<file path="src/ssr_pkg.sv">
package ssr_pkg;

    localparam int STEP_W   = 32;
    localparam int STRIDE_W = 31;
    localparam int REM_W    = STRIDE_W + 1;

    typedef struct packed {
        logic valid;
        logic err;
    } t_ctl;

endpackage

</file>
<file path="src/ssr_div_cell.sv">
module ssr_div_cell
    import ssr_pkg::*;
#(
    parameter int INDEX_BITS = 32
) (
    input  logic                    i_clk,
    input  logic                    i_rst_n,
    input  logic                    i_en,
    input  t_ctl                    i_ctl,
    input  logic [INDEX_BITS-1:0]   i_first,
    input  logic [STRIDE_W-1:0]     i_stride,
    input  logic [REM_W-1:0]        i_rem,
    input  logic [INDEX_BITS-1:0]   i_dq,
    output t_ctl                    o_ctl,
    output logic [INDEX_BITS-1:0]   o_first,
    output logic [STRIDE_W-1:0]     o_stride,
    output logic [REM_W-1:0]        o_rem,
    output logic [INDEX_BITS-1:0]   o_dq
);

    logic [REM_W-1:0]      rem_sh;
    logic [REM_W-1:0]      divisor;
    logic                  ge;

    t_ctl                  r_ctl;
    logic [INDEX_BITS-1:0] r_first;
    logic [STRIDE_W-1:0]   r_stride;
    logic [REM_W-1:0]      r_rem;
    logic [INDEX_BITS-1:0] r_dq;
    logic [REM_W-1:0]      n_rem;
    logic [INDEX_BITS-1:0] n_dq;

    always_comb begin
        rem_sh  = {i_rem[REM_W-2:0], i_dq[INDEX_BITS-1]};
        divisor = {1'b0, i_stride};
        ge      = (rem_sh >= divisor);
        n_rem   = ge ? rem_sh - divisor : rem_sh;
        n_dq    = {i_dq[INDEX_BITS-2:0], ge};
    end

    always_ff @(posedge i_clk) begin
        if (!i_rst_n) begin
            r_ctl <= '0;
        end else if (i_en) begin
            r_ctl <= i_ctl;
        end
    end

    always_ff @(posedge i_clk) begin
        if (i_en) begin
            r_first  <= i_first;
            r_stride <= i_stride;
            r_rem    <= n_rem;
            r_dq     <= n_dq;
        end
    end

    assign o_ctl    = r_ctl;
    assign o_first  = r_first;
    assign o_stride = r_stride;
    assign o_rem    = r_rem;
    assign o_dq     = r_dq;

endmodule

</file>
<file path="config.mk">
export PLATFORM = sky130hd
export DESIGN_NAME = ssr_div_cell
export DESIGN_NICKNAME = d
export VERILOG_FILES = /design/src/ssr_pkg.sv /design/src/ssr_div_cell.sv
export SDC_FILE = /design/constraint.sdc
export NUM_CORES = 1
export LEC_CHECK = 0
export BUFFER_PORTS_ARGS = -buffer_cell sky130_fd_sc_hd__clkbuf_2
export CORE_MARGIN = 1
export CORE_UTILIZATION = 48
export CTS_CLUSTER_DIAMETER = 120
export DETAILED_ROUTE_END_ITERATION = 6
export GPL_ROUTABILITY_DRIVEN = 0
export PLACE_DENSITY = 0.86
export SLEW_MARGIN = 10
export SYNTH_ARGS = -nofsm -noshare
export SYNTH_HDL_FRONTEND = slang
export SYNTH_SLANG_ARGS = --single-unit
</file>
<file path="constraint.sdc">
create_clock -name i_clk -period 3.6 [get_ports i_clk]
set_input_delay 0 -clock i_clk [delete_from_list [all_inputs] [get_ports i_clk]]
set_output_delay 0 -clock i_clk [all_outputs]
set_load 0.01 [all_outputs]
</file>
==> results.md, run 1 <==
* DRC at 0
* CP Cell Sequence: dlygate4sd3_1 > clkbuf_2 > inv_1 > ha_1 > a21o_1 > or3_1 > o211ai_1 > a31oi_1 > o21ai_1 > and2_1 > clkinv_8 > buf_4 > nor2_1 > a21oi_1
* Total Wirelength at approximately 23000 um
* Finished Cell Area at 9440 sq um
* Layout cells sized above 1 at between 30% and 40%
* Maximum Capacitance Violations at 0
* Cell variety after synth at 51
* Num CTS Buffers at 17
* I/O pin count at 261
* Postcts setup bufs at 0
* Fin crit period at about 3.4 ns
* Pre-CTS setup slack at around 0.47 ns
* Largest net degree at the start of global routing at 120
* Yosys reg bits at approximately 130
* Setup Viol. Count Final at 0
* Placed cell area at 7540 sq um
* First-pass GRT wire length at 34400 um
* Chip height at 115 um
* Clock-pin transition on the worst setup and hold timing paths at ~0.060 ns
* Max-slew headroom at 26.9%
* CTS Sinks at between 100 and 150
* Post-Synthesis Cells at just under 500
* Critical Path AT at between 3 and 4 ns
* Highest clock rate at between 200 and 300 MHz
* Initial Utilization at between 50% and 60%
* Largest delay contributor family on the critical path: buffers and inverters
* Initial DRC Count at 656
* Pwr dens at 493 nW/um^2
* Syn_nets at 655
* Synth warnings at 0
* Port Buffers at 259
* Post-synth EDFFs at roughly 130
* Initial antenna violation count at 1
* Crit start category: input port
* Sequential fraction of the synthesis area at a little over three fifths
* GR Util All Layers at about 36%
* Htree depth at 4
* Slowest cell delay on critical path at about 0.57 ns
* Sum Neg Setup Slack at 0 ns
* Top_reg_cell synth: edfxtp_1
* Critical path buffers and inverters at 5
* Worst-path maximum fanout at 37
* Period utilization at ~96%
* CP Capture Type: register
* Synth async-reset ratio at 0%
* Max Root-Sink Buffers at 2
* CTS root buf: clkbuf_16
* Vias at ~6000
* Core box area at ~12000 sq um
* Area Overhead vs Synth at 54.3%
* WP data required at ~3.8 ns
* Synthesized area at 6120 sq um
* Die Area at 13200 sq um
* Unrepaired setup endpoints after global routing: no
* Final Hold Fails at 0
* Status: finished, final reports clean
* Final worst slack at roughly 0.16 ns
* Maximum VDD drop at 330 uV
* Antenna-violating nets left at 0
* Layout Utilization at between 70 and 80%
* Core Rows at 40
* Critical-path top delay cell: dlygate4sd3_1
* Multi-input logic area at 2010 sq um
* Die Wd at about 110 um
* WL per Instance at 21.8 um
* Clock Skew at 0 ns
* FF+latch area at slightly below 4000 sq um
* First-pass iteration count of the detailed router at 5
* Final net count at 1044
* LEAKAGE at ~4.2 nW
* CTS tree: yes
* Via-to-Cell Ratio at 5.65
* Min-delay worst type: input port to register
* DP Wirelength at 12500 um
* Slew @ Worst Pin at 1.10 ns
* Final Max Tran Viols at 0
* Clk_lat worst skew at ~0.42 ns
* CP Class: input port to register
* Fillers at slightly above 700
* Vias in the first global route at approximately 6100
* Avg Cell Area, Syn at roughly 12 sq um
* Gr ovfl total at 0
-- registers in the layout (all words and copies together), names as in the netlist --
name and count:
o_first 32, o_ctl 2, o_stride 31, o_dq 32, o_rem 32
-- area by class of cell --
class,instances,area share (%)
repair buffers,389,27.5
clock buffers,17,4.51
diodes,1,0.0265
flip-flops and latches,129,40.8
inverters,37,1.60
multi-input cells,306,21.3
well taps,168,2.23
clock inverters,15,1.92
-- power by group --
part	switching (W)	internal, W
sequential	0.0000628	0.00183
clock	0.000720	0.00110
combinational	0.000536	0.000405
-- cell usage in the layout, fill, tap and decap left out, types with 5 or more instances in the layout --
cell type      count
edfxtp_1         127
nor2_1            44
nor3_1             8
clkbuf_2         258
o211ai_1           5
o21a_1             6
clkbuf_16         17
a21o_1            10
nand4_1            5
dlygate4sd3_1    128
o21ai_0           22
inv_1             36
nand2_1           27
xor2_1            14
mux2_2             6
a31oi_1            5
ha_1              31
nor2b_1            5
nand3_1           12
xnor2_1           11
a21oi_1           51
-- timing repair --
item / 4_1_cts / 5_1_grt
hold buffers: 128 / 0
hold endpoints to repair: 127 / 0
setup endpoints to repair: 0 / 4
gates resized for setup: 0 / 2
-- cells in the mapped netlist, drive strengths merged (4+ instances only) --
cell type | count | area, sq um
a21o | 10 | 75.1
a21oi | 51 | 255
a31oi | 5 | 31.3
and3 | 4 | 25.0
buf | 10 | 72.6
clkbuf | 9 | 33.8
edfxtp | 127 | 3810
ha | 31 | 388
inv | 36 | 135
mux2 | 7 | 78.8
nand2 | 27 | 101
nand2b | 4 | 25.0
nand3 | 12 | 60.1
nand4 | 5 | 31.3
nor2 | 44 | 165
nor2b | 5 | 31.3
nor3 | 8 | 40.0
o211ai | 5 | 37.5
o21a | 6 | 45.0
o21ai | 24 | 120
xnor2 | 11 | 96.3
xor2 | 14 | 123
-- worst reg2reg max path, stage by stage (launching register included) --
cell	delay [ns]
dfxtp_1	0.32
mux2i_1	0.14
nor2b_1	0.06
dlygate4sd3_1	0.56
-- metal layers --
layer | vias up | routed length (um) | part of all wire [%] | global-route usage (%)
met2 | 473 | 11400 | 49 | 60.8
met3 | 129 | 2240 | 9.7 | 13.2
met4 | 0 | 1590 | 6.8 | 24.0
met5 | - | 0 | 0 | 0
met1 | 2805 | 7890 | 34 | 38.0
li1 | 2597 | - | - | -
-- path summary, 6_finish.rpt --
| kind | start | end | slack, ns | depth (start not counted) |
|---|---|---|---|---|
| worst min register to register | o_ctl[1] | o_ctl[1] | 0.67 | 2 |
| worst max register to register | o_ctl[0] | o_ctl[0] | 2.40 | 3 |
| worst max-delay path | i_stride[5] | o_rem[2] | 0.16 | 14 |
| worst min-delay path | i_rem[9] | o_rem[10] | 0.02 | 3 |
-- logic make-up after synthesis --
family / Yosys count / synth area share, %
AOI/OAI and AO/OA: 119 / 11.8
xor gates and xnor gates: 25 / 3.58
adders and majority gates: 32 / 6.67
buffers and inverters: 56 / 4.09
DFF: 129 / 63.0
muxes: 9 / 1.62
and+or+nand+nor: 121 / 9.28
-- per-stage QoR --
stage                     power (W)  std cells  hold slack, ns
after global routing        0.00481       1062          0.0644
after CTS                   0.00454       1061         0.00904
after global placement      0.00263        901           0.178
after detailed placement    0.00266        901           0.179
after floorplan             0.00232        491          0.0989
final                       0.00466       1062          0.0176
(Power assumes the default switching activity.)
==> inputs of run 2 (changes only) <==
--- a/config.mk
+++ b/config.mk
@@ -7,11 +7,11 @@
 export LEC_CHECK = 0
 export BUFFER_PORTS_ARGS = -buffer_cell sky130_fd_sc_hd__clkbuf_2
 export CORE_MARGIN = 1
-export CORE_UTILIZATION = 48
-export CTS_CLUSTER_DIAMETER = 120
+export CORE_UTILIZATION = 43
+export CTS_CLUSTER_DIAMETER = 30
 export DETAILED_ROUTE_END_ITERATION = 6
 export GPL_ROUTABILITY_DRIVEN = 0
-export PLACE_DENSITY = 0.86
+export PLACE_DENSITY = 0.82
 export SLEW_MARGIN = 10
 export SYNTH_ARGS = -nofsm -noshare
 export SYNTH_HDL_FRONTEND = slang
==> constraint.sdc (replaced) <==
create_clock -name i_clk -period 3.1 [get_ports i_clk]
set_input_delay 0 -clock i_clk [delete_from_list [all_inputs] [get_ports i_clk]]
set_output_delay 0 -clock i_clk [all_outputs]
set_load 0.01 [all_outputs]
==> results.md, run 2 (same netlist as run 1, synthesis figures left out) <==
* Highest clock rate at around 340 MHz
* Slew @ Worst Pin at 0.562 ns (was 1.10 ns)
* Clock-pin transition on the worst setup and hold timing paths at 0.06 ns (about the same)
* CTS Sinks at 129 (unchanged)
* Initial antenna violation count at 0 (was 1)
* GR Util All Layers at 25.2% (was 36.1%)
* CP Capture Type: register (unchanged)
* Die Wd at 121 um (was 115 um)
* Die Area at 14700 sq um (was 13200 sq um)
* WP data required at 3.26 ns (was 3.75 ns)
* Max-slew headroom at 62.1% (was 26.9%)
* Largest net degree at the start of global routing at 74 (was 120)
* Total Wirelength at 18400 um (was 23200 um)
* Antenna-violating nets left at 0 (unchanged)
* Final Non-Filler Cells at 1084 (was 1062)
* Clk_lat worst skew at 0.42 ns (about the same)
* Critical Path AT at 3.11 ns (was 3.59 ns)
* Vias in the first global route at 5545 (was 6139)
* Maximum Capacitance Violations at 0 (unchanged)
* Maximum VDD drop at 424 uV (was 330 uV)
* I/O pin count at 261 (unchanged)
* CP Class: input port to register (unchanged)
* Sum Neg Setup Slack at 0 ns (unchanged)
* Core box area at 13900 sq um (was 12200 sq um)
* Num CTS Buffers at 17 (unchanged)
* Clock Skew at 0 ns (unchanged)
* Initial DRC Count at 394 (was 656)
* DP Wirelength at 12400 um (was 12500 um)
* ANT cells at 0 (was 1)
* LEAKAGE at 4.28 nW (was 4.22 nW)
* DRC at 0 (unchanged)
* Port Buffers at 259 (unchanged)
* Final net count at 1055 (was 1044)
* Vias at 5504 (was 6004)
* Min-delay worst type: input port to register (unchanged)
* Status: finished, final reports clean (unchanged)
* Final Max Tran Viols at 0 (unchanged)
* Layout Utilization at 69.1% (was 77.3%)
* First-pass iteration count of the detailed router at 5 (unchanged)
* Initial Utilization at 44.1% (was 50.1%)
* Final Hold Fails at 0 (unchanged)
* Period utilization at between 90% and 100%
* Most frequent cells in the layout: 258 x clkbuf_2, 128 x dlygate4sd3_1, 127 x edfxtp_1 (unchanged)
* Layout cells sized above 1 at 35.2% (was 33.5%)
* R2R Setup Slk at 1.95 ns (was 2.40 ns)
* Htree depth at 4 (unchanged)
* CTS tree: yes (unchanged)
* CTS root buf: clkbuf_16 (unchanged)
* Via-to-Cell Ratio at 5.08 (was 5.65)
* Setup Viol. Count Final at 0 (unchanged)
* Most common cell after layout, fill and taps aside: clkbuf_2 (unchanged)
* Gr ovfl total at 0 (unchanged)
* Worst-path maximum fanout at 3 (was 37)
* Area Overhead vs Synth at 56.9% (was 54.3%)
* Fin crit period at 2.95 ns
* First-pass GRT wire length at 27600 um (was 34400 um)
* Crit start category: input port (unchanged)
* Max Root-Sink Buffers at 2 (unchanged)
* Chip height at 121 um (was 115 um)
* WL per Instance at 17.0 um (was 21.8 um)
* Pwr dens at 548 nW/um^2 (was 493 nW/um^2)
* Core Rows at 43 (was 40)
* Placed cell count at 922 (was 901)
* Unrepaired setup endpoints after global routing: no (unchanged)
## run 2: cell types whose count changed in the layout (fill, tap and decap cells not counted), moves of 2 or more
cell,delta
a31oi_1,-2
a31oi_2,+2
buf_4,+7
buf_6,+2
clkbuf_1,+2
ha_1,-2
## run 2: path summary, 6_finish.rpt
path / endpoint / depth (start not counted) / start
max: o_rem[23] / 13 / i_stride[1]
min: o_rem[26] / 2 / i_rem[25]
max reg2reg: o_ctl[1] / 3 / o_ctl[1]
min reg2reg: o_ctl[0] / 2 / o_ctl[0]
## run 2: layer usage
layer	global-route usage, %	vias up	routed length, um
li1	-	2620	-
met1	27.8	2620	7010
met2	45.6	222	9740
met3	6.06	42	1130
met4	10.9	0	539
met5	0	-	0
## run 2: repair_timing
| action | 4_1_cts | 5_1_grt |
|---|---|---|
| setup endpoints to repair | 0 | 23 |
| setup buffers | 0 | 1 |
| gates resized for setup | 0 | 16 |
| endpoints found under the hold margin | 127 | 0 |
| hold buffers | 128 | 0 |
## run 2: final cells by class
cell class / count / area (sq um)
fill: 985 / 4280
sequential: 129 / 3850
timing repair buffer: 399 / 2690
multi-input combinational: 306 / 2070
clock buffer: 19 / 433
tap: 180 / 225
clock inverter: 13 / 161
inverter: 37 / 155
timing repair inverter: 1 / 8.76
## run 2: through the flow
stage	hold WS, ns	instance area, sq um	worst slack, ns	total power, W
global route	0.0184	9600	0.0400	0.00545
floorplan	0.0989	6120	0.439	0.00270
global placement	0.177	7630	0.225	0.00308
CTS	0.0118	9510	0.0176	0.00524
detailed placement	0.179	7630	0.117	0.00311
finish	0.0200	9600	0.151	0.00526
## run 2: power by group
group / switching [W] / total [W] / internal (W)
logic: 0.000574 / 0.00107 / 0.000493
clock network: 0.000745 / 0.00201 / 0.00126
registers: 0.0000539 / 0.00218 / 0.00213
total: 0.00137 / 0.00526 / 0.00388
## run 2: worst max-delay path, stage by stage
cell           delay, ns
dlygate4sd3_1       0.54
clkbuf_2            0.15
inv_1               0.05
ha_1                0.29
nor2b_1             0.15
o31a_1              0.29
o21ai_1             0.29
o21ai_0             0.25
a21o_1              0.28
a221oi_2            0.33
buf_4               0.19
xor2_1              0.19
a21oi_1             0.11
