[src/ssr_pkg.sv]
package ssr_pkg;

    localparam int STEP_W   = 32;
    localparam int STRIDE_W = 31;
    localparam int REM_W    = STRIDE_W + 1;

    typedef struct packed {
        logic valid;
        logic err;
    } t_ctl;

endpackage

[src/ssr_front.sv]
module ssr_front
    import ssr_pkg::*;
#(
    parameter int INDEX_BITS = 32
) (
    input  logic                    i_clk,
    input  logic                    i_rst_n,
    input  logic                    i_en,
    input  logic                    i_valid,
    input  logic [INDEX_BITS:0]     i_start_value,
    input  logic                    i_start_given,
    input  logic [INDEX_BITS:0]     i_stop_value,
    input  logic                    i_stop_given,
    input  logic [STEP_W-1:0]       i_step_value,
    input  logic                    i_step_given,
    input  logic [INDEX_BITS-1:0]   i_array_length,
    output t_ctl                    o_ctl,
    output logic [INDEX_BITS-1:0]   o_first,
    output logic [INDEX_BITS-1:0]   o_diff,
    output logic [STRIDE_W-1:0]     o_stride
);

    function automatic logic [INDEX_BITS-1:0] wrap_clamp(
        input logic [INDEX_BITS:0]   v,
        input logic [INDEX_BITS-1:0] len
    );
        logic [INDEX_BITS+1:0] sum;
        logic [INDEX_BITS-1:0] res;
        begin
            sum = {v[INDEX_BITS], v} + {2'b00, len};
            if (v[INDEX_BITS]) begin
                res = sum[INDEX_BITS+1] ? '0 : sum[INDEX_BITS-1:0];
            end else begin
                res = (v[INDEX_BITS-1:0] > len) ? len : v[INDEX_BITS-1:0];
            end
            return res;
        end
    endfunction

    logic [STEP_W-1:0]     step;
    logic                  err;
    logic [INDEX_BITS-1:0] first;
    logic [INDEX_BITS-1:0] last;
    logic [INDEX_BITS-1:0] diff;

    t_ctl                  r_ctl;
    t_ctl                  n_ctl;
    logic [INDEX_BITS-1:0] r_first;
    logic [INDEX_BITS-1:0] r_diff;
    logic [STRIDE_W-1:0]   r_stride;

    always_comb begin
        step  = i_step_given ? i_step_value : STEP_W'(1);
        err   = step[STEP_W-1] | (step == '0);
        first = i_start_given ? wrap_clamp(i_start_value, i_array_length) : '0;
        last  = i_stop_given ? wrap_clamp(i_stop_value, i_array_length) : i_array_length;
        diff  = (!err && last > first) ? last - first : '0;
        n_ctl.valid = i_valid;
        n_ctl.err   = err;
    end

    always_ff @(posedge i_clk) begin
        if (!i_rst_n) begin
            r_ctl <= '0;
        end else if (i_en) begin
            r_ctl <= n_ctl;
        end
    end

    always_ff @(posedge i_clk) begin
        if (i_en) begin
            r_first  <= err ? '0 : first;
            r_diff   <= diff;
            r_stride <= err ? '0 : step[STRIDE_W-1:0];
        end
    end

    assign o_ctl    = r_ctl;
    assign o_first  = r_first;
    assign o_diff   = r_diff;
    assign o_stride = r_stride;

endmodule

[config.mk]
export PLATFORM = sky130hd
export DESIGN_NAME = ssr_front
export DESIGN_NICKNAME = d
export VERILOG_FILES = /design/src/ssr_pkg.sv /design/src/ssr_front.sv
export SDC_FILE = /design/constraint.sdc
export NUM_CORES = 1
export LEC_CHECK = 0
export BUFFER_PORTS_ARGS = -buffer_cell sky130_fd_sc_hd__buf_4
export CAP_MARGIN = 20
export CELL_PAD_IN_SITES_DETAIL_PLACEMENT = 1
export CELL_PAD_IN_SITES_GLOBAL_PLACEMENT = 2
export CORE_MARGIN = 2
export CORE_UTILIZATION = 31
export DETAILED_ROUTE_END_ITERATION = 16
export PLACE_DENSITY_LB_ADDON = 0.12
export RECOVER_POWER = 25
export SLEW_MARGIN = 20
export SYNTH_ARGS = -nofsm -noshare
export SYNTH_HDL_FRONTEND = slang
export SYNTH_SLANG_ARGS = --single-unit
[constraint.sdc]
create_clock -name i_clk -period 4.95 [get_ports i_clk]
set_clock_uncertainty 0.15 [all_clocks]
set_input_delay 0.2475 -clock i_clk [delete_from_list [all_inputs] [get_ports i_clk]]
set_output_delay 0.2475 -clock i_clk [all_outputs]
set_load 0.02 [all_outputs]
==> out/qor.csv, run 1 <==
metric;value;unit
dieArea;38790;µm²
finalCriticalPeriod;5.179;ns
row_count;70;
grt_max_degree;56;
syn_nets;1651;
ys_top_cells_by_area;edfxtp_1 (25%), ha_1 (17%), nor2_1 (5.0%), a21oi_1 (4.6%), xnor2_1 (4.5%);
hp-class;input pin to register;
stdcell_area;18970;µm²
finalHoldViolations;0;
gp_congestion;0.9307;
cts_root_buffer;clkbuf_16;
place_area;17350;µm²
rsz0062_at_grt;yes;
ys_warn_count;0;
clk_latency;0.34;ns
syn_area;11540;µm²
maxCapViolCount;1;
nets;2363;
wl;50510;µm
syn_to_final_growth;64.38;%
fin_crit_sh;104.6;%
vdd_drop_max;0.0001868;V
crit_path_end_kind;register;
arrival;5.13;ns
relSlewSlack;-95.11;%
ys.flop_type;edfxtp_1;
hpwlAfterDp;42020;µm
clk_pin_slew_worst_paths;0.07;ns
clkSinkCount;97;
cts_tree;yes;
cts.path.max_buffers;2;
r2r_setup_slack;4.03;ns
boundaryPins;234;
tightest_slew;2.927;ns
hold_slack;0.01337;ns
drt_drc_violations_left;0;
cts_inserted_buffers;9;
synth_common_cells;ha_1 (160), nor2_1 (153), a21oi_1 (105);
drive_gt1_share;45.16;%
start_util;31.52;%
syn_avg_cell_area;8.543;µm²
htreeDepth;3;
async_reset_ff_share;0;%
slew_violations;56;
required;4.90;ns
postRouteAntennaNets;0;
status;complete, but fails checks;
grt_pass1_wl;76020;µm
grt_usage;24.97;%
synth_edf_count;95;
start_kind;input pin;
avgRoutedWirePerCell;19.91;µm
synth_top_cell_by_area;edfxtp_1;
p_leak;8.761;nW
power_density;248.8;nW/µm²
fin_ws;-0.2290;ns
synth_top_area_share;24.72;%
synth_most_common_cell;ha_1;
io_buffers;233;
yosysUniqueCellTypes;87;
core_area;36610;µm²
cp_max_fo;8;
antenna_found_initial;1;
max_freq;193.1;MHz
grt_remaining_overflow;0;
ys_seq_area_share;25.07;%
synthesis.instances;1351;
fp.dieW;197.0;µm
ys_seq_elements;97;
critPathKind;input pin to register;
firstDrtPassIters;5;
drtIter0Drc;589;
vias;13145;
grt_pass1_vias;13547;
die_y;197.0;µm
finalSetupViolCount;32;
violations;max-capacitance violations, max-slew violations, negative setup slack;
vias_per_cell;5.181;
[per-stage QoR]
stage	setup slack, ns	utilization, %	total power, mW	cells	setup TNS [ns]
2_1_floorplan	0.02349	-	2.362	1351	0
3_3_place_gp	-1.104	47.40	3.626	2480	-32.81
3_5_place_dp	-1.263	47.40	3.681	2480	-36.38
4_1_cts	-0.1339	50.28	4.566	2521	-2.132
5_1_grt	-0.3583	51.82	4.993	2537	-9.765
6_report	-0.2290	51.82	4.720	2537	-5.652
[critical path, cell delays in order]
cell and delay [ns]:
buf_4 0.13, inv_1 0.12, ha_1 0.28, a21o_1 0.19, a21o_1 0.17, a21oi_1 0.29
o21ai_2 0.13, o31a_1 0.29, a31oi_4 0.22, and3b_4 0.36, buf_6 0.14, buf_6 0.11
a22oi_2 0.05, o21ai_2 0.12, ha_4 0.26, buf_4 0.15, o21ai_0 0.24, nand2b_1 0.09
a31o_2 0.24, a211o_1 0.31, a211o_1 0.32, nand2_2 0.10, a31o_4 0.20, buf_12 0.15
clkbuf_16 0.14, nor2_1 0.04
[placed cells by master (no fill, tap or decap), drive strengths merged, types with 14 or more instances in the layout]
cell and instances:
a21o 21, a21oi 108, a22oi 31, and3 36, buf 750, clkbuf 25, edfxtp 95, ha 160
inv 98, mux2i 24, nand2 38, nand2b 28, nand3 14, nand4 24, nor2 155, nor2b 27
nor3 30, o21ai 74, o21bai 19, o22a 31, o31ai 15, xnor2 59, xor2 24
[per-layer routing]
metal / up-vias / GRT usage, % / part of all wire (%)
li1: 6427 / - / -
met1: 6416 / 35.81 / 49
met2: 259 / 40.61 / 46
met3: 43 / 2.344 / 3.5
met4: 0 / 5.458 / 1.8
met5: - / 0 / 0
[report_power, final]
group          leakage [nW]  switching (mW)  internal, mW  total, mW
registers             0.928          0.0299          1.04       1.07
logic                  7.68            1.49          1.45       2.94
clock network         0.152           0.329         0.382      0.711
[worst paths after layout]
| path | start | endpoint | cells after the start |
|---|---|---|---|
| min | i_valid | o_ctl[1]$_SDFFE_PN0P_ | 3 |
| min reg2reg | o_ctl[0]$_SDFFE_PN0P_ | o_ctl[0]$_SDFFE_PN0P_ | 2 |
| max reg2reg | o_ctl[0]$_SDFFE_PN0P_ | o_ctl[0]$_SDFFE_PN0P_ | 2 |
| max | i_array_length[17] | o_diff[8]$_SDFFCE_PN0P_ | 26 |
[logic make-up (layout without fill, tap and decap cells)]
kind of cell / Yosys count / after routing / share of synthesized area, %
AOI/OAI and AO/OA: 409 / 410 / 24.24
xor gates and xnor gates: 83 / 83 / 6.299
adders and majority gates: 163 / 163 / 17.87
buffers and inverters: 160 / 876 / 6.071
DFF: 97 / 97 / 25.07
muxes: 25 / 25 / 2.179
other: 0 / 1 / 0
and+or+nand+nor: 414 / 414 / 18.28
[flip-flops by register name (all words and copies together) (netlist names)]
name / count
o_ctl: 2
o_diff: 32
o_stride: 31
o_first: 32
[what timing repair did]
| action | 4_1_cts | 5_1_grt |
|---|---|---|
| hold endpoints to repair | 2 | 0 |
| setup buffers | 24 | 15 |
| resized for setup | 108 | 91 |
| hold buffers | 1 | 0 |
| gates cloned | 1 | 2 |
| pin swaps | 38 | 25 |
| setup endpoints to repair | 32 | 32 |
[layout make-up]
class | instances | area [µm²]
Clock inverter | 5 | 51.30
Multi-Input combinational cell | 1095 | 8877
Sequential cell | 97 | 2893
Timing Repair Buffer | 765 | 5938
Clock buffer | 11 | 252.7
Antenna cell | 1 | 2.502
Inverter | 95 | 370.4
Tap cell | 468 | 585.6
Fill cell | 4334 | 17640
No activity file was read; power rests on OpenSTA's default activity.
==> run 2: changes to the inputs <==
--- a/config.mk
+++ b/config.mk
@@ -11,6 +11,7 @@
 export CELL_PAD_IN_SITES_GLOBAL_PLACEMENT = 2
 export CORE_MARGIN = 2
 export CORE_UTILIZATION = 31
+export CTS_BUF_LIST = sky130_fd_sc_hd__clkbuf_4 sky130_fd_sc_hd__clkbuf_8
 export DETAILED_ROUTE_END_ITERATION = 16
 export PLACE_DENSITY_LB_ADDON = 0.12
 export RECOVER_POWER = 25
==> run 2 against run 1 <==
- the flow still finishes with violations (max-capacitance violations, max-slew violations, negative setup slack)
- clock power fell by 25%
- sequential share of layout area rose by 0.18 points
- global-route usage fell by 0.16 points
- sequential power barely moved
- power fell by 5.1%
- routed wire length fell by 1.6%
- flip-flop and latch count did not move
- clock-buffer cell count did not move
- final cell count fell by 0.24%
- critical path type unchanged
- largest power group unchanged
==> out/qor.csv, run 2 (synthesized netlist as in run 1, its figures left out) <==
metric;value;unit;change
status;complete, but fails checks;;
violations;max-capacitance violations, max-slew violations, negative setup slack;;
dieArea;38790;µm²;unchanged
slew_violations;56;;unchanged
drtIter0Drc;576;;-2.2%
avgRoutedWirePerCell;19.64;µm;-1.4%
stdcell_area;18750;µm²;-1.2%
cts_inserted_buffers;9;;unchanged
io_buffers;233;;unchanged
power.total;4.479;mW;-5.1%
hpwlAfterDp;42020;µm;unchanged
maxCapViolCount;1;;unchanged
required;4.93;ns;+0.03 ns
fin_crit_sh;103.3;%;-1.3 points
gp_congestion;0.9307;;unchanged
grt_usage;24.81;%;-0.16 points
finalHoldViolations;0;;unchanged
crit_path_end_kind;register;;
max_freq;195.6;MHz;+1.3%
place_area;17350;µm²;unchanged
hp-class;input pin to register;;
cts.path.max_buffers;2;;unchanged
path_buf_inv;6;;-1
htreeDepth;3;;unchanged
critPathKind;input pin to register;;
cts_tree;yes;;
postRouteAntennaNets;0;;unchanged
max_stage_delay;0.44;ns;+0.08 ns
vias;12977;;-1.3%
start_util;31.52;%;unchanged
slowest_stage;or3_4;;
placed_cells;2480;;unchanged
core_area;36610;µm²;unchanged
start_kind;input pin;;
p_leak;8.688;nW;-0.84%
utilization;51.21;%;-0.61 points
row_count;70;;unchanged
boundaryPins;234;;unchanged
final_cell_mix;buf_4 (716), nor2_1 (148), ha_1 (134), edfxtp_1 (95), a21oi_1 (90);;
grt_max_degree;56;;unchanged
pre_cts_ws;-1.263;ns;unchanged
drive_gt1_share;44.45;%;-0.71 points
power_density;238.9;nW/µm²;-4.0%
grt_remaining_overflow;0;;unchanged
syn_to_final_growth;62.43;%;
vias_per_cell;5.127;;-1.0%
cp_top_family;compound AO/OA/AOI/OAI gates;;
relSlewSlack;-99.17;%;-4.1 points
finalSetupTns;-3.466;ns;+2.186 ns
fin_ws;-0.1631;ns;+0.06592 ns
firstDrtPassIters;4;;-1
wl;49700;µm;-1.6%
hold_slack;0.02955;ns;+0.01618 ns
fp.dieW;197.0;µm;unchanged
fill_cells;4343;;+0.21%
tightest_slew;2.987;ns;+0.06088 ns
arrival;5.10;ns;-0.03 ns
grt_pass1_wl;75750;µm;-0.36%
grt_pass1_vias;13438;;-0.80%
finalSetupViolCount;30;;-6.3%
clk_latency;0.37;ns;+0.03 ns
finalCriticalPeriod;5.113;ns;-0.06592 ns
die_y;197.0;µm;unchanged
nets;2358;;-0.21%
antenna_cells;0;;-1
drt_drc_violations_left;0;;unchanged
cp_max_fo;8;;unchanged
layout_commonest_cell;buf_4;;
path_cells;buf_4, clkinvlp_4, ha_4, nand4_1, or3_4, o21ai_2, o31a_1, a31oi_4, and3b_2, buf_12, a221oi_4, ha_2, inv_2, fa_2, nand3_4, a21oi_2, or3_4, a211o_1, a211o_1, nand2_2, a31o_4, buf_12, clkbuf_16, nor2_1;;
antenna_found_initial;0;;-1
rsz0062_at_grt;yes;;
cts_root_buffer;clkbuf_8;;
final_cell_count_no_fill;2531;;-0.24%
vdd_drop_max;0.0001330;V;-29%
clkSinkCount;97;;unchanged
clk_pin_slew_worst_paths;0.12;ns;+0.05 ns
run 2: changes by cell type in the layout (fill, tap and decap cells not counted), sizes merged:
cell	change
buf	-8
bufbuf	+1
clkbuf	+2
diode	-1
dlygate4sd3	+1
o21ai	-1
run 2: routing by layer:
metal	up-vias	global-route usage, %	wire length [µm]
li1	6406	-	-
met1	6294	36.04	24870
met2	254	41.29	22800
met3	23	1.591	1498
met4	0	3.453	531
met5	-	0	0
run 2: path summary, 6_finish.rpt:
kind                                             from                    endpoint  slack (ns)  cells after the start
worst max register to register  o_ctl[1]$_SDFFE_PN0P_       o_ctl[1]$_SDFFE_PN0P_        3.61                      3
worst min-delay path                 i_step_value[11]  o_stride[11]$_SDFFCE_PN0P_        0.03                      2
worst max-delay path               i_array_length[29]     o_diff[8]$_SDFFCE_PN0P_       -0.16                     24
worst min register to register  o_ctl[0]$_SDFFE_PN0P_       o_ctl[0]$_SDFFE_PN0P_        0.36                      2
run 2: layout make-up:
type,instances,area [µm²],share of cell area (%)
sequential,97,2893,15.43
clock inverter,5,51.30,0.2736
multi-input combinational,1094,8775,46.81
inverter,95,370.4,1.976
timing repair buffer,761,5921,31.58
tap,468,585.6,3.124
clock buffer,11,151.4,0.8076
run 2: timing repair:
action	CTS	global route
setup buffers	19	11
setup endpoints to repair	32	32
hold endpoints to repair	2	0
gates resized for setup	99	77
hold buffers	2	0
gates cloned	2	2
pin swaps	31	30
run 2: power by group:
part | internal [mW] | switching, mW
Combinational | 1.42 | 1.46
Sequential | 1.04 | 0.0299
Clock | 0.224 | 0.307
Total | 2.68 | 1.80
==> run 3: changes to the inputs <==
--- a/config.mk
+++ b/config.mk
@@ -19,3 +19,4 @@
 export SYNTH_ARGS = -nofsm -noshare
 export SYNTH_HDL_FRONTEND = slang
 export SYNTH_SLANG_ARGS = --single-unit
+export TNS_END_PERCENT = 50
==> run 3 against run 2 <==
- the run still ends with max-capacitance violations, max-slew violations, negative setup slack left
- clock power about the same
- maximum frequency increased by 1.5%
- routed wire length increased by 1.3%
- global-route usage about the same
- core utilization increased by 0.97 points
- highest routed layer unchanged
- critical path type unchanged
- sequential share of layout area decreased by 0.29 points
==> out/qor.csv, run 3 (synthesized netlist as in run 1, its figures left out) <==
metric;value;unit;change
status;complete, but fails checks;;
violations;max-capacitance violations, max-slew violations, negative setup slack;;
avgRoutedWirePerCell;19.81;µm;+0.88%
io_buffers;233;;unchanged
finalSetupTns;-1.371;ns;+2.095 ns
fin_ws;-0.08869;ns;+0.07444 ns
vias;13161;;+1.4%
power_density;239.6;nW/µm²;+0.27%
cp_max_fo;8;;unchanged
wl;50350;µm;+1.3%
arrival;5.02;ns;-0.08 ns
hp-class;input pin to register;;
fill_cells;4300;;-0.99%
finalSetupViolCount;28;;-6.7%
boundaryPins;234;;unchanged
required;4.93;ns;about the same
cts_tree;yes;;
rsz0062_at_grt;yes;;
die_y;197.0;µm;unchanged
max_freq;198.5;MHz;+1.5%
drt_drc_violations_left;0;;unchanged
final_cell_mix;buf_4 (723), nor2_1 (140), ha_1 (132), edfxtp_1 (95), a21oi_1 (90);;
tightest_slew;2.995;ns;+0.007683 ns
postRouteAntennaNets;0;;unchanged
grt_usage;24.76;%;-0.048 points
finalCriticalPeriod;5.039;ns;-0.07444 ns
clk_latency;0.36;ns;about the same
antenna_cells;0;;unchanged
dieArea;38790;µm²;unchanged
hpwlAfterDp;42020;µm;unchanged
hold_start;i_step_value[30];;
layout_commonest_cell;buf_4;;
placed_cells;2480;;unchanged
slew_violations;56;;unchanged
grt_pass1_wl;75670;µm;-0.10%
ff_latch_area;2893;µm²;unchanged
row_count;70;;unchanged
cts_root_buffer;clkbuf_8;;
r2r_start;o_ctl[1]$_SDFFE_PN0P_;;
cp-startpoint;i_array_length[29];;
power.total;4.576;mW;+2.2%
multi_input_area;9049;µm²;+3.1%
pre_cts_ws;-1.263;ns;unchanged
vdd_drop_max;0.0001333;V;+0.25%
fp.dieW;197.0;µm;unchanged
grt_remaining_overflow;0;;unchanged
fin_crit_sh;101.8;%;-1.5 points
final_cell_count_no_fill;2542;;+0.43%
cts_inserted_buffers;9;;unchanged
vias_per_cell;5.177;;+0.98%
critPathKind;input pin to register;;
start_util;31.52;%;unchanged
drive_gt1_share;46.24;%;+1.8 points
start_kind;input pin;;
nets;2369;;+0.47%
drtIter0Drc;572;;-0.69%
finalHoldViolations;0;;unchanged
clk_pin_slew_worst_paths;0.11;ns;about the same
gp_congestion;0.9307;;unchanged
clkSinkCount;97;;unchanged
antenna_found_initial;0;;unchanged
utilization;52.17;%;+0.97 points
htreeDepth;3;;unchanged
grt_pass1_vias;13441;;+0.022%
core_area;36610;µm²;unchanged
firstDrtPassIters;5;;+1
p_leak;8.786;nW;+1.1%
maxCapViolCount;1;;unchanged
crit_path_end_kind;register;;
syn_to_final_growth;65.50;%;
cts.path.max_buffers;2;;unchanged
relSlewSlack;-99.68;%;-0.51 points
grt_max_degree;56;;unchanged
==> run 3: layout make-up <==
type                       instances  share of cell area (%)
timing repair buffer             771                   31.40
clock buffer                      11                  0.7926
multi-input combinational       1095                   47.37
clock inverter                     5                  0.2686
inverter                          95                   1.952
sequential                        97                   15.14
tap                              468                   3.066
==> run 3: power breakdown <==
group	internal [mW]	leakage, nW	switching, mW
Clock	0.224	0.106	0.304
Combinational	1.46	7.75	1.52
Sequential	1.04	0.928	0.0300
Total	2.72	8.79	1.85
==> run 3: stage by stage <==
stage | hold WS [ns] | instance area [µm²]
3_5_place_dp | 0.3408 | 17350
5_1_grt | 0.01960 | 19100
3_3_place_gp | 0.3289 | 17350
2_1_floorplan | 0.1899 | 11570
6_report | 0.03399 | 19100
4_1_cts | 0.009359 | 18220
==> run 3: routing by layer <==
metal  up-vias  wire length, µm  track usage, %
met3        33             1845           1.591
met5         -                0               0
met2       292            23060           41.04
li1       6431                -               -
met4         0              617           3.453
met1      6405            24830           36.10
==> run 3: timing repair <==
action / 4_1_cts / 5_1_grt
setup buffers: 17 / 25
hold buffers: 2 / 0
setup endpoints to repair: 32 / 32
gates resized for setup: 93 / 141
endpoints found under the hold margin: 2 / 0
cloned: 2 / 3
pin swaps: 26 / 72
==> run 3: path summary, 6_finish.rpt <==
path              cells past startpoint  slack [ns]                          to
setup / recovery                     25       -0.09    o_diff[10]$_SDFFCE_PN0P_
hold reg to reg                       2        0.36       o_ctl[0]$_SDFFE_PN0P_
setup reg to reg                      3        3.61       o_ctl[1]$_SDFFE_PN0P_
hold / removal                        2        0.03  o_stride[30]$_SDFFCE_PN0P_
==> run 3: critical path, cell delays in order <==
cell,delay (ns)
buf_4,0.10
clkinvlp_4,0.11
ha_4,0.30
nand4_1,0.13
or3_4,0.43
nor2_4,0.16
nand3_4,0.09
o31a_1,0.16
a31oi_4,0.18
buf_6,0.15
o21ai_4,0.09
a221oi_4,0.35
ha_2,0.24
inv_2,0.04
fa_2,0.37
nand3_4,0.10
a21oi_4,0.07
or3_4,0.42
a211o_1,0.32
a211o_1,0.31
nand2_2,0.09
a31o_4,0.20
buf_12,0.14
clkbuf_16,0.16
nor2_1,0.04
